**src/rtl/srfd_pkg.sv**
```systemverilog
// package: types, constants and config register codes for the stuffed register frame decoder
`timescale 1ns / 1ps
package srfd_pkg;

    localparam int BYTE_W  = 8;
    localparam int VALUE_W = 32;
    localparam int IDX_W   = 2;
    localparam int CFG_IDX_W = 2;

    // config register indexes
    localparam logic [CFG_IDX_W-1:0] CFG_START_CODE = 2'd0;
    localparam logic [CFG_IDX_W-1:0] CFG_ESC_CODE   = 2'd1;
    localparam logic [CFG_IDX_W-1:0] CFG_ESC_XOR    = 2'd2;

    // config reset values
    localparam logic [BYTE_W-1:0] START_CODE_RST = 8'd126;
    localparam logic [BYTE_W-1:0] ESC_CODE_RST   = 8'd125;
    localparam logic [BYTE_W-1:0] ESC_XOR_RST    = 8'd32;

    // last payload byte index (four payload bytes per frame)
    localparam logic [IDX_W-1:0] LAST_PAYLOAD_IDX = 2'd3;

    typedef logic [BYTE_W-1:0] t_byte;
    typedef logic signed [VALUE_W-1:0] t_value;

    typedef enum logic [1:0] {
        PH_WAIT,
        PH_ADDR,
        PH_DATA,
        PH_SUM
    } t_phase;

    typedef struct packed {
        t_byte start_code;
        t_byte esc_code;
        t_byte esc_xor;
    } t_cfg;

    typedef struct packed {
        t_byte  reg_address;
        t_value reg_value;
        logic   checksum_ok;
    } t_result;

    typedef struct packed {
        logic   emit;
        t_phase phase;
    } t_frame_stat;

endpackage

```
**src/rtl/srfd_byte_if.sv**
```systemverilog
// interface: received byte channel
`timescale 1ns / 1ps
interface srfd_byte_if;
    logic            valid;
    logic            ready;
    srfd_pkg::t_byte rx_byte;

    modport source (output valid, output rx_byte, input ready);
    modport sink (input valid, input rx_byte, output ready);
endinterface

```
**src/rtl/srfd_result_if.sv**
```systemverilog
// interface: decoded register write channel
`timescale 1ns / 1ps
interface srfd_result_if;
    logic             valid;
    logic             ready;
    srfd_pkg::t_byte  reg_address;
    srfd_pkg::t_value reg_value;
    logic             checksum_ok;

    modport source (output valid, output reg_address, output reg_value,
                    output checksum_ok, input ready);
    modport sink (input valid, input reg_address, input reg_value,
                  input checksum_ok, output ready);
endinterface

```
**src/rtl/stuffed_register_frame_decoder.sv**
```systemverilog
// top level: byte-stuffed register frame decoder with additive checksum
//
//   channel   dir   width  payload
//   i_rx      in    8      rx_byte
//   o_res     out   41     reg_address, reg_value, checksum_ok
//   i_cfg_*   in    8      head byte, escape byte, escape mask (index 0..2)
//
// one byte per clock unless a full result register stalls the checksum byte; an
// accepted byte waits in the input register until it is processed, and a frame result
// is then loaded into the result register from its checksum byte
// synchronous active-low reset clears the frame state and the input and result valid flags and loads config defaults
// a full result register with a stalled sink holds back only the next checksum
// byte; that byte then blocks the input until the waiting result transfers
`timescale 1ns / 1ps
module stuffed_register_frame_decoder (
    input  logic                           i_clk,
    input  logic                           i_rst_n,
    srfd_byte_if.sink                      i_rx,
    srfd_result_if.source                  o_res,
    input  logic                           i_cfg_we,
    input  logic [srfd_pkg::CFG_IDX_W-1:0] i_cfg_index,
    input  srfd_pkg::t_byte                i_cfg_data
);
    srfd_pkg::t_cfg        w_cfg;
    logic                  w_in_valid;
    srfd_pkg::t_byte       w_in_byte;
    srfd_pkg::t_frame_stat w_stat;
    srfd_pkg::t_result     w_result;
    logic                  w_out_free;
    logic                  w_step;

    srfd_cfg u_cfg (
        .i_clk       (i_clk),
        .i_rst_n     (i_rst_n),
        .i_cfg_we    (i_cfg_we),
        .i_cfg_index (i_cfg_index),
        .i_cfg_data  (i_cfg_data),
        .o_cfg       (w_cfg)
    );

    srfd_in_stage u_in (
        .i_clk   (i_clk),
        .i_rst_n (i_rst_n),
        .i_rx    (i_rx),
        .i_take  (w_step),
        .o_valid (w_in_valid),
        .o_byte  (w_in_byte)
    );

    // process the held byte unless it would emit into a full result register
    assign w_step = w_in_valid && (!w_stat.emit || w_out_free);

    srfd_frame u_frame (
        .i_clk    (i_clk),
        .i_rst_n  (i_rst_n),
        .i_step   (w_step),
        .i_byte   (w_in_byte),
        .i_cfg    (w_cfg),
        .o_stat   (w_stat),
        .o_result (w_result)
    );

    srfd_out_stage u_out (
        .i_clk    (i_clk),
        .i_rst_n  (i_rst_n),
        .i_load   (w_step && w_stat.emit),
        .i_result (w_result),
        .o_free   (w_out_free),
        .o_res    (o_res)
    );

    // a result is never loaded over one still waiting
    a_no_overwrite: assert property (@(posedge i_clk) disable iff (!i_rst_n)
        (w_step && w_stat.emit) |-> w_out_free)
        else $error("result register overwritten");

    // a processed checksum byte shows up as a result next cycle
    a_emit_visible: assert property (@(posedge i_clk) disable iff (!i_rst_n)
        (w_step && w_stat.emit) |=> o_res.valid)
        else $error("emitted frame not presented");

    // hunting stays in hunt on any byte other than the head byte
    a_hunt_holds: assert property (@(posedge i_clk) disable iff (!i_rst_n)
        (w_step && (w_stat.phase == srfd_pkg::PH_WAIT) && (w_in_byte != w_cfg.start_code))
        |=> (w_stat.phase == srfd_pkg::PH_WAIT))
        else $error("left hunt without head byte");
endmodule

```
**src/rtl/srfd_cfg.sv**
```systemverilog
// configuration registers: head byte, escape byte, escape mask
`timescale 1ns / 1ps
module srfd_cfg (
    input  logic                           i_clk,
    input  logic                           i_rst_n,
    input  logic                           i_cfg_we,
    input  logic [srfd_pkg::CFG_IDX_W-1:0] i_cfg_index,
    input  srfd_pkg::t_byte                i_cfg_data,
    output srfd_pkg::t_cfg                 o_cfg
);
    srfd_pkg::t_cfg r_cfg;
    srfd_pkg::t_cfg n_cfg;

    // register write decode, unknown indexes ignored
    always_comb begin
        n_cfg = r_cfg;
        if (i_cfg_we) begin
            case (i_cfg_index)
                srfd_pkg::CFG_START_CODE: n_cfg.start_code = i_cfg_data;
                srfd_pkg::CFG_ESC_CODE:   n_cfg.esc_code   = i_cfg_data;
                srfd_pkg::CFG_ESC_XOR:    n_cfg.esc_xor    = i_cfg_data;
                default:                  n_cfg = r_cfg;
            endcase
        end
    end

    always_ff @(posedge i_clk) begin
        if (!i_rst_n) begin
            r_cfg.start_code <= srfd_pkg::START_CODE_RST;
            r_cfg.esc_code   <= srfd_pkg::ESC_CODE_RST;
            r_cfg.esc_xor    <= srfd_pkg::ESC_XOR_RST;
        end else begin
            r_cfg <= n_cfg;
        end
    end

    assign o_cfg = r_cfg;
endmodule

```
**src/rtl/srfd_in_stage.sv**
```systemverilog
// input register: holds one received byte until the frame logic takes it
`timescale 1ns / 1ps
module srfd_in_stage (
    input  logic            i_clk,
    input  logic            i_rst_n,
    srfd_byte_if.sink       i_rx,
    input  logic            i_take,
    output logic            o_valid,
    output srfd_pkg::t_byte o_byte
);
    logic            r_valid;
    srfd_pkg::t_byte r_byte;
    logic            w_load;

    // free when empty or when the held byte leaves this cycle
    assign i_rx.ready = !r_valid || i_take;
    assign w_load     = i_rx.valid && i_rx.ready;

    always_ff @(posedge i_clk) begin
        if (!i_rst_n) begin
            r_valid <= 1'b0;
        end else if (w_load) begin
            r_valid <= 1'b1;
        end else if (i_take) begin
            r_valid <= 1'b0;
        end
    end

    always_ff @(posedge i_clk) begin
        if (w_load) begin
            r_byte <= i_rx.rx_byte;
        end
    end

    assign o_valid = r_valid;
    assign o_byte  = r_byte;
endmodule

```
**src/rtl/srfd_frame.sv**
```systemverilog
// frame state machine: unstuffing, big-endian assembly and running checksum
`timescale 1ns / 1ps
module srfd_frame (
    input  logic                  i_clk,
    input  logic                  i_rst_n,
    input  logic                  i_step,
    input  srfd_pkg::t_byte       i_byte,
    input  srfd_pkg::t_cfg        i_cfg,
    output srfd_pkg::t_frame_stat o_stat,
    output srfd_pkg::t_result     o_result
);
    srfd_pkg::t_phase              r_phase, n_phase;
    srfd_pkg::t_byte               r_addr, n_addr;
    logic [srfd_pkg::IDX_W-1:0]    r_idx, n_idx;
    logic                          r_esc, n_esc;
    logic [srfd_pkg::VALUE_W-1:0]  r_value, n_value;
    srfd_pkg::t_byte               r_sum, n_sum;
    srfd_pkg::t_byte               w_data;

    // payload byte after unmasking
    assign w_data = r_esc ? (i_byte ^ i_cfg.esc_xor) : i_byte;

    // next state
    always_comb begin
        n_phase = r_phase;
        n_addr  = r_addr;
        n_idx   = r_idx;
        n_esc   = r_esc;
        n_value = r_value;
        n_sum   = r_sum;
        if (i_step) begin
            case (r_phase)
                srfd_pkg::PH_WAIT: begin
                    if (i_byte == i_cfg.start_code) begin
                        n_phase = srfd_pkg::PH_ADDR;
                        n_addr  = '0;
                        n_idx   = '0;
                        n_esc   = 1'b0;
                        n_value = '0;
                        n_sum   = '0;
                    end
                end
                srfd_pkg::PH_ADDR: begin
                    n_addr  = i_byte;
                    n_phase = srfd_pkg::PH_DATA;
                end
                srfd_pkg::PH_DATA: begin
                    n_sum = r_sum + i_byte;
                    if (!r_esc && (i_byte == i_cfg.esc_code)) begin
                        n_esc = 1'b1;
                    end else begin
                        n_esc   = 1'b0;
                        n_value = {r_value[srfd_pkg::VALUE_W-srfd_pkg::BYTE_W-1:0], w_data};
                        if (r_idx == srfd_pkg::LAST_PAYLOAD_IDX) begin
                            n_idx   = '0;
                            n_phase = srfd_pkg::PH_SUM;
                        end else begin
                            n_idx = r_idx + 1'b1;
                        end
                    end
                end
                srfd_pkg::PH_SUM: begin
                    n_phase = srfd_pkg::PH_WAIT;
                    n_addr  = '0;
                    n_idx   = '0;
                    n_esc   = 1'b0;
                    n_value = '0;
                    n_sum   = '0;
                end
                default: begin
                    n_phase = srfd_pkg::PH_WAIT;
                end
            endcase
        end
    end

    // outputs: a result is emitted on the checksum byte
    always_comb begin
        o_stat.phase = r_phase;
        case (r_phase)
            srfd_pkg::PH_SUM: o_stat.emit = 1'b1;
            default:          o_stat.emit = 1'b0;
        endcase
        o_result.reg_address = r_addr;
        o_result.reg_value   = r_value;
        o_result.checksum_ok = (i_byte == r_sum);
    end

    always_ff @(posedge i_clk) begin
        if (!i_rst_n) begin
            r_phase <= srfd_pkg::PH_WAIT;
            r_addr  <= '0;
            r_idx   <= '0;
            r_esc   <= 1'b0;
            r_value <= '0;
            r_sum   <= '0;
        end else begin
            r_phase <= n_phase;
            r_addr  <= n_addr;
            r_idx   <= n_idx;
            r_esc   <= n_esc;
            r_value <= n_value;
            r_sum   <= n_sum;
        end
    end
endmodule

```
**src/rtl/srfd_out_stage.sv**
```systemverilog
// result register: holds one decoded frame until the sink takes it
`timescale 1ns / 1ps
module srfd_out_stage (
    input  logic              i_clk,
    input  logic              i_rst_n,
    input  logic              i_load,
    input  srfd_pkg::t_result i_result,
    output logic              o_free,
    srfd_result_if.source     o_res
);
    logic              r_valid;
    srfd_pkg::t_result r_result;

    // can load when empty or when the held result transfers this cycle
    assign o_free = !r_valid || o_res.ready;

    always_ff @(posedge i_clk) begin
        if (!i_rst_n) begin
            r_valid <= 1'b0;
        end else if (i_load) begin
            r_valid <= 1'b1;
        end else if (o_res.ready) begin
            r_valid <= 1'b0;
        end
    end

    always_ff @(posedge i_clk) begin
        if (i_load) begin
            r_result <= i_result;
        end
    end

    assign o_res.valid       = r_valid;
    assign o_res.reg_address = r_result.reg_address;
    assign o_res.reg_value   = r_result.reg_value;
    assign o_res.checksum_ok = r_result.checksum_ok;
endmodule
```
**src/flat_wrapper.sv**
```systemverilog
// flat-port wrapper written by rule: the top's interface ports become plain ports
module stuffed_register_frame_decoder_flat 
  (i_clk, i_rst_n, i_cfg_we, i_cfg_index, i_cfg_data, i_rx_valid, i_rx_rx_byte, i_rx_ready, o_res_valid, o_res_reg_address, o_res_reg_value, o_res_checksum_ok, o_res_ready);
  srfd_byte_if i_rx_i ();
  srfd_result_if o_res_i ();
  input  logic i_clk;
  input  logic i_rst_n;
  input  logic i_cfg_we;
  input  logic [srfd_pkg::CFG_IDX_W-1:0] i_cfg_index;
  input  srfd_pkg::t_byte i_cfg_data;
  input wire logic [$bits(i_rx_i.valid)-1:0] i_rx_valid;
  input wire logic [$bits(i_rx_i.rx_byte)-1:0] i_rx_rx_byte;
  output wire logic [$bits(i_rx_i.ready)-1:0] i_rx_ready;
  output wire logic [$bits(o_res_i.valid)-1:0] o_res_valid;
  output wire logic [$bits(o_res_i.reg_address)-1:0] o_res_reg_address;
  output wire logic [$bits(o_res_i.reg_value)-1:0] o_res_reg_value;
  output wire logic [$bits(o_res_i.checksum_ok)-1:0] o_res_checksum_ok;
  input wire logic [$bits(o_res_i.ready)-1:0] o_res_ready;
  assign i_rx_i.valid = i_rx_valid;
  assign i_rx_i.rx_byte = i_rx_rx_byte;
  assign i_rx_ready = i_rx_i.ready;
  assign o_res_valid = o_res_i.valid;
  assign o_res_reg_address = o_res_i.reg_address;
  assign o_res_reg_value = o_res_i.reg_value;
  assign o_res_checksum_ok = o_res_i.checksum_ok;
  assign o_res_i.ready = o_res_ready;
  stuffed_register_frame_decoder u_core (.i_clk(i_clk), .i_rst_n(i_rst_n), .i_rx(i_rx_i), .o_res(o_res_i), .i_cfg_we(i_cfg_we), .i_cfg_index(i_cfg_index), .i_cfg_data(i_cfg_data));
endmodule
```
**config.mk**
```make
export PLATFORM = sky130hd
export DESIGN_NAME = stuffed_register_frame_decoder_flat
export DESIGN_NICKNAME = d
export VERILOG_FILES = /design/src/rtl/srfd_pkg.sv /design/src/rtl/srfd_byte_if.sv /design/src/rtl/srfd_result_if.sv /design/src/rtl/stuffed_register_frame_decoder.sv /design/src/rtl/srfd_cfg.sv /design/src/rtl/srfd_in_stage.sv /design/src/rtl/srfd_frame.sv /design/src/rtl/srfd_out_stage.sv /design/src/flat_wrapper.sv
export SDC_FILE = /design/constraint.sdc
export NUM_CORES = 1
export LEC_CHECK = 0
export BUFFER_PORTS_ARGS = -buffer_cell sky130_fd_sc_hd__clkbuf_2
export CAP_MARGIN = 20
export CORE_MARGIN = 2
export CORE_UTILIZATION = 50
export CTS_CLUSTER_DIAMETER = 150
export DETAILED_ROUTE_END_ITERATION = 12
export HOLD_SLACK_MARGIN = 0.15
export PLACE_DENSITY = 0.7
export SLEW_MARGIN = 40
export SYNTH_ARGS = -nofsm -noshare
export SYNTH_HDL_FRONTEND = slang
export SYNTH_SLANG_ARGS = --single-unit
```
**constraint.sdc**
```tcl
create_clock -name i_clk -period 8.83 [get_ports i_clk]
set_clock_uncertainty 0.15 [all_clocks]
set_input_delay 0.883 -clock i_clk [delete_from_list [all_inputs] [get_ports i_clk]]
set_output_delay 0.883 -clock i_clk [all_outputs]
set_load 0.1 [all_outputs]
```
==> flow_metrics.tcl <==
set metrics [dict create \
    hold_viol 0 \
    hold_end "u_core.u_out.o_res.reg_address[6]" \
    p_seq_share_pct 44.2 \
    core_um2 10400 \
    dr_total_vias 3694 \
    syn-instance-count 495 \
    yosys-top-cells-count "nand2_1 (101), dfxtp_1 (79), mux2i_1 (52)" \
    grt_pass1_wl_um 17500 \
    area_growth_pct 19.7 \
    layout-drive-gt1-share_pct 18.9 \
    cts_tree "built" \
    end_kind "primary output" \
    die_y_um 107 \
    synth_area_leader_cell "dfxtp_1" \
    pwr-share-comb_pct 3.4 \
    tightest_slew_ns 0.823 \
    yosysMostFrequentCell "nand2_1" \
    dp_hpwl_um 7050 \
    reg2reg_depth 5 \
    setup_viol 0 \
    syn_area_um2 5340 \
    finalNetCount 590 \
    hp-start "u_core.u_frame.r_addr[6]" \
    die_w_um 107 \
    clk_pin_slew_worst_paths_ns 0.05 \
    grt_max_degree 101 \
    p_per_area_nw_per_um2 223 \
    drc 0 \
    fin_crit_sh_pct 33.5 \
    worstPathRequired_ns 7.80 \
    die_area_um2 11500 \
    start_util_pct 51.5 \
    insertedDiodeCount 0 \
    track_usage_pct 19.9 \
    status "complete, no violations" \
    slew_viol_final 0 \
    numPortBuffers 65 \
    p_leak_nw 2.64 \
    reg2reg_to "u_core.u_frame.r_value[25]" \
    p_switching_uw 292 \
    final_core_util_pct 61.7 \
    clkPwrFrac_pct 52.3 \
    irDropWorstVdd_mv 0.126 \
    row_count 37 \
    wl_per_cell_um 15.0 \
    hold_slack_ns 0.280 \
    routed_wl_um 10500 \
    clock_path_buffers 2 \
    cts.htree.levels 4 \
    worstPathArrival_ns 1.93 \
    syn_avg_cell_area_um2 10.8 \
    fmax_mhz 338 \
    ys_async_sr_fraction_pct 0 \
    slew_headroom_pct 44.8 \
    io_pins 66 \
    drtIter0Drc 172 \
    yosysWarnings 0 \
    grt_setup_unrepaired "false" \
    whs_path_depth 0 \
    drtAntennaViolNets 0 \
    synth_edf_count 49 \
    ys_types 41 \
    cts_buffers 17 \
    antenna_found_initial 0 \
    cts_sinks 128 \
    ys_ff_latch 128 \
    seq_area_frac_synth_pct 57.1 \
    cts_setup_buffers 0 \
    path_class "primary input to primary output" \
    place_congestion 0.821 \
    hold_class "register to register" \
    synth_flop_cell "dfxtp_1" \
    period_needed_ns 2.96 \
    nFillCells 869 \
    maxCapViolCount 0 \
    synthDominantCellAreaShare_pct 29.6 \
    cts_hold_buf 0 \
    swShare_pct 20.5 \
    reg2reg_slack_ns 6.25 \
    path_max_fanout 5 \
    r2r-start "u_core.u_in.o_byte[7]" \
    viasPerCell 5.27 \
    cts_resized 0 \
    clk_latency_ns 0.53 \
    first_pass_iters 5 \
    overflow 0 \
    cts_root_buf "clkbuf_8" \
    grt_pass1_vias 3588 \
    cp-start-kind "primary input" \
    setup-tns-final_ns 0 \
    syn-num-nets 533 \
    p_int_mw 1.13 \
    yosys-top-cells-area "dfxtp_1 (30%), edfxtp_1 (28%), mux2i_1 (9.7%)" \
]
[state kept, by name (all words and copies together) (netlist names)]
signal and flops:
u_core.u_frame.r_phase 2, u_core.u_frame.r_addr 8, u_core.u_frame.r_value 32, u_core.u_in.o_byte 8, u_core.u_in.o_valid 1, u_core.u_out.o_res.reg_address 8, u_core.u_cfg.o_cfg 24, u_core.u_out.o_res.checksum_ok 1
u_core.u_frame.r_idx 2, u_core.u_out.o_res.reg_value 32, u_core.u_frame.r_esc 1, u_core.u_frame.r_sum 8, u_core.u_out.o_res.valid 1
[per-stage QoR]
step	worst slack, ns	instances	area [µm²]	power (mW)
floorplan	5.54	495	5340	0.674
global placement	5.16	668	5710	0.689
detailed placement	5.40	669	5740	0.691
CTS	5.87	701	6380	1.43
global route	5.78	701	6390	1.47
finish	5.87	701	6390	1.43
[per-layer routing]
metal,part of all wire (%),vias up,wire length (µm),GRT usage [%]
li1,-,1853,-,-
met1,44,1736,4630,25.5
met2,50,94,5220,32.2
met3,5.3,11,556,4.90
met4,1.1,0,120,8.61
met5,0,-,0,0
[critical path: stages]
cell and delay, ns:
clkbuf_2 0.08, nor2b_1 0.37, nand3_1 0.18, clkbuf_2 0.40
[power by group through the flow]
stage	Combinational, mW	Sequential (mW)	Clock (mW)
after floorplan	0.0369	0.637	0
after global placement	0.0467	0.642	0
after detailed placement	0.0483	0.643	0
after CTS	0.0490	0.630	0.755
after global routing	0.0547	0.631	0.783
final	0.0491	0.630	0.746
[cell families (layout without fill, tap and decap cells)]
| family | after synthesis | after routing | synth area share (%) |
|---|---|---|---|
| buffers and inverters | 37 | 107 | 3.28 |
| adders and majority gates | 15 | 15 | 3.65 |
| muxes | 53 | 53 | 9.95 |
| AOI/OAI and AO/OA | 36 | 36 | 3.91 |
| DFF | 128 | 128 | 57.1 |
| xor gates and xnor gates | 30 | 30 | 4.92 |
| and+or+nand+nor | 196 | 196 | 17.1 |
[how the worst max path moves through the flow]
stage | endpoint | depth (start not counted) | from | slack (ns)
after floorplan | u_core.u_out.o_res.checksum_ok | 2 | u_core.u_out.o_res.valid | 5.54
after global routing | u_core.u_frame.r_sum[7] | 6 | i_rst_n | 5.78
after global placement | u_core.u_frame.r_sum[7] | 6 | i_rst_n | 5.16
after detailed placement | u_core.u_frame.r_sum[7] | 6 | i_rst_n | 5.40
after CTS | i_rx_ready | 4 | o_res_ready | 5.87
final | i_rx_ready | 4 | o_res_ready | 5.87
[cell usage in the layout, fill, tap and decap left out, types with 5 or more instances in the layout]
| cell | netlist | routed |
|---|---|---|
| a21oi_1 | 17 | 17 |
| bufinv_16 | 0 | 5 |
| clkbuf_16 | 0 | 16 |
| clkbuf_2 | 0 | 65 |
| dfxtp_1 | 79 | 79 |
| edfxtp_1 | 49 | 49 |
| ha_1 | 14 | 14 |
| inv_1 | 7 | 7 |
| mux2i_1 | 52 | 52 |
| nand2_1 | 101 | 101 |
| nand3_1 | 50 | 50 |
| nand3b_1 | 5 | 5 |
| nand4_1 | 12 | 12 |
| nor2_1 | 9 | 8 |
| o21ai_0 | 8 | 8 |
| xnor2_1 | 27 | 27 |
[layout make-up]
cell class	instances	area, µm²	area share (%)
sequential	128	3050	47.7
timing repair buffer	68	359	5.62
clock inverter	13	210	3.29
clock buffer	19	432	6.75
multi-input combinational	330	2140	33.5
tap	136	170	2.66
inverter	7	26.3	0.411
Note: power is estimated with default switching activity, not from simulation.
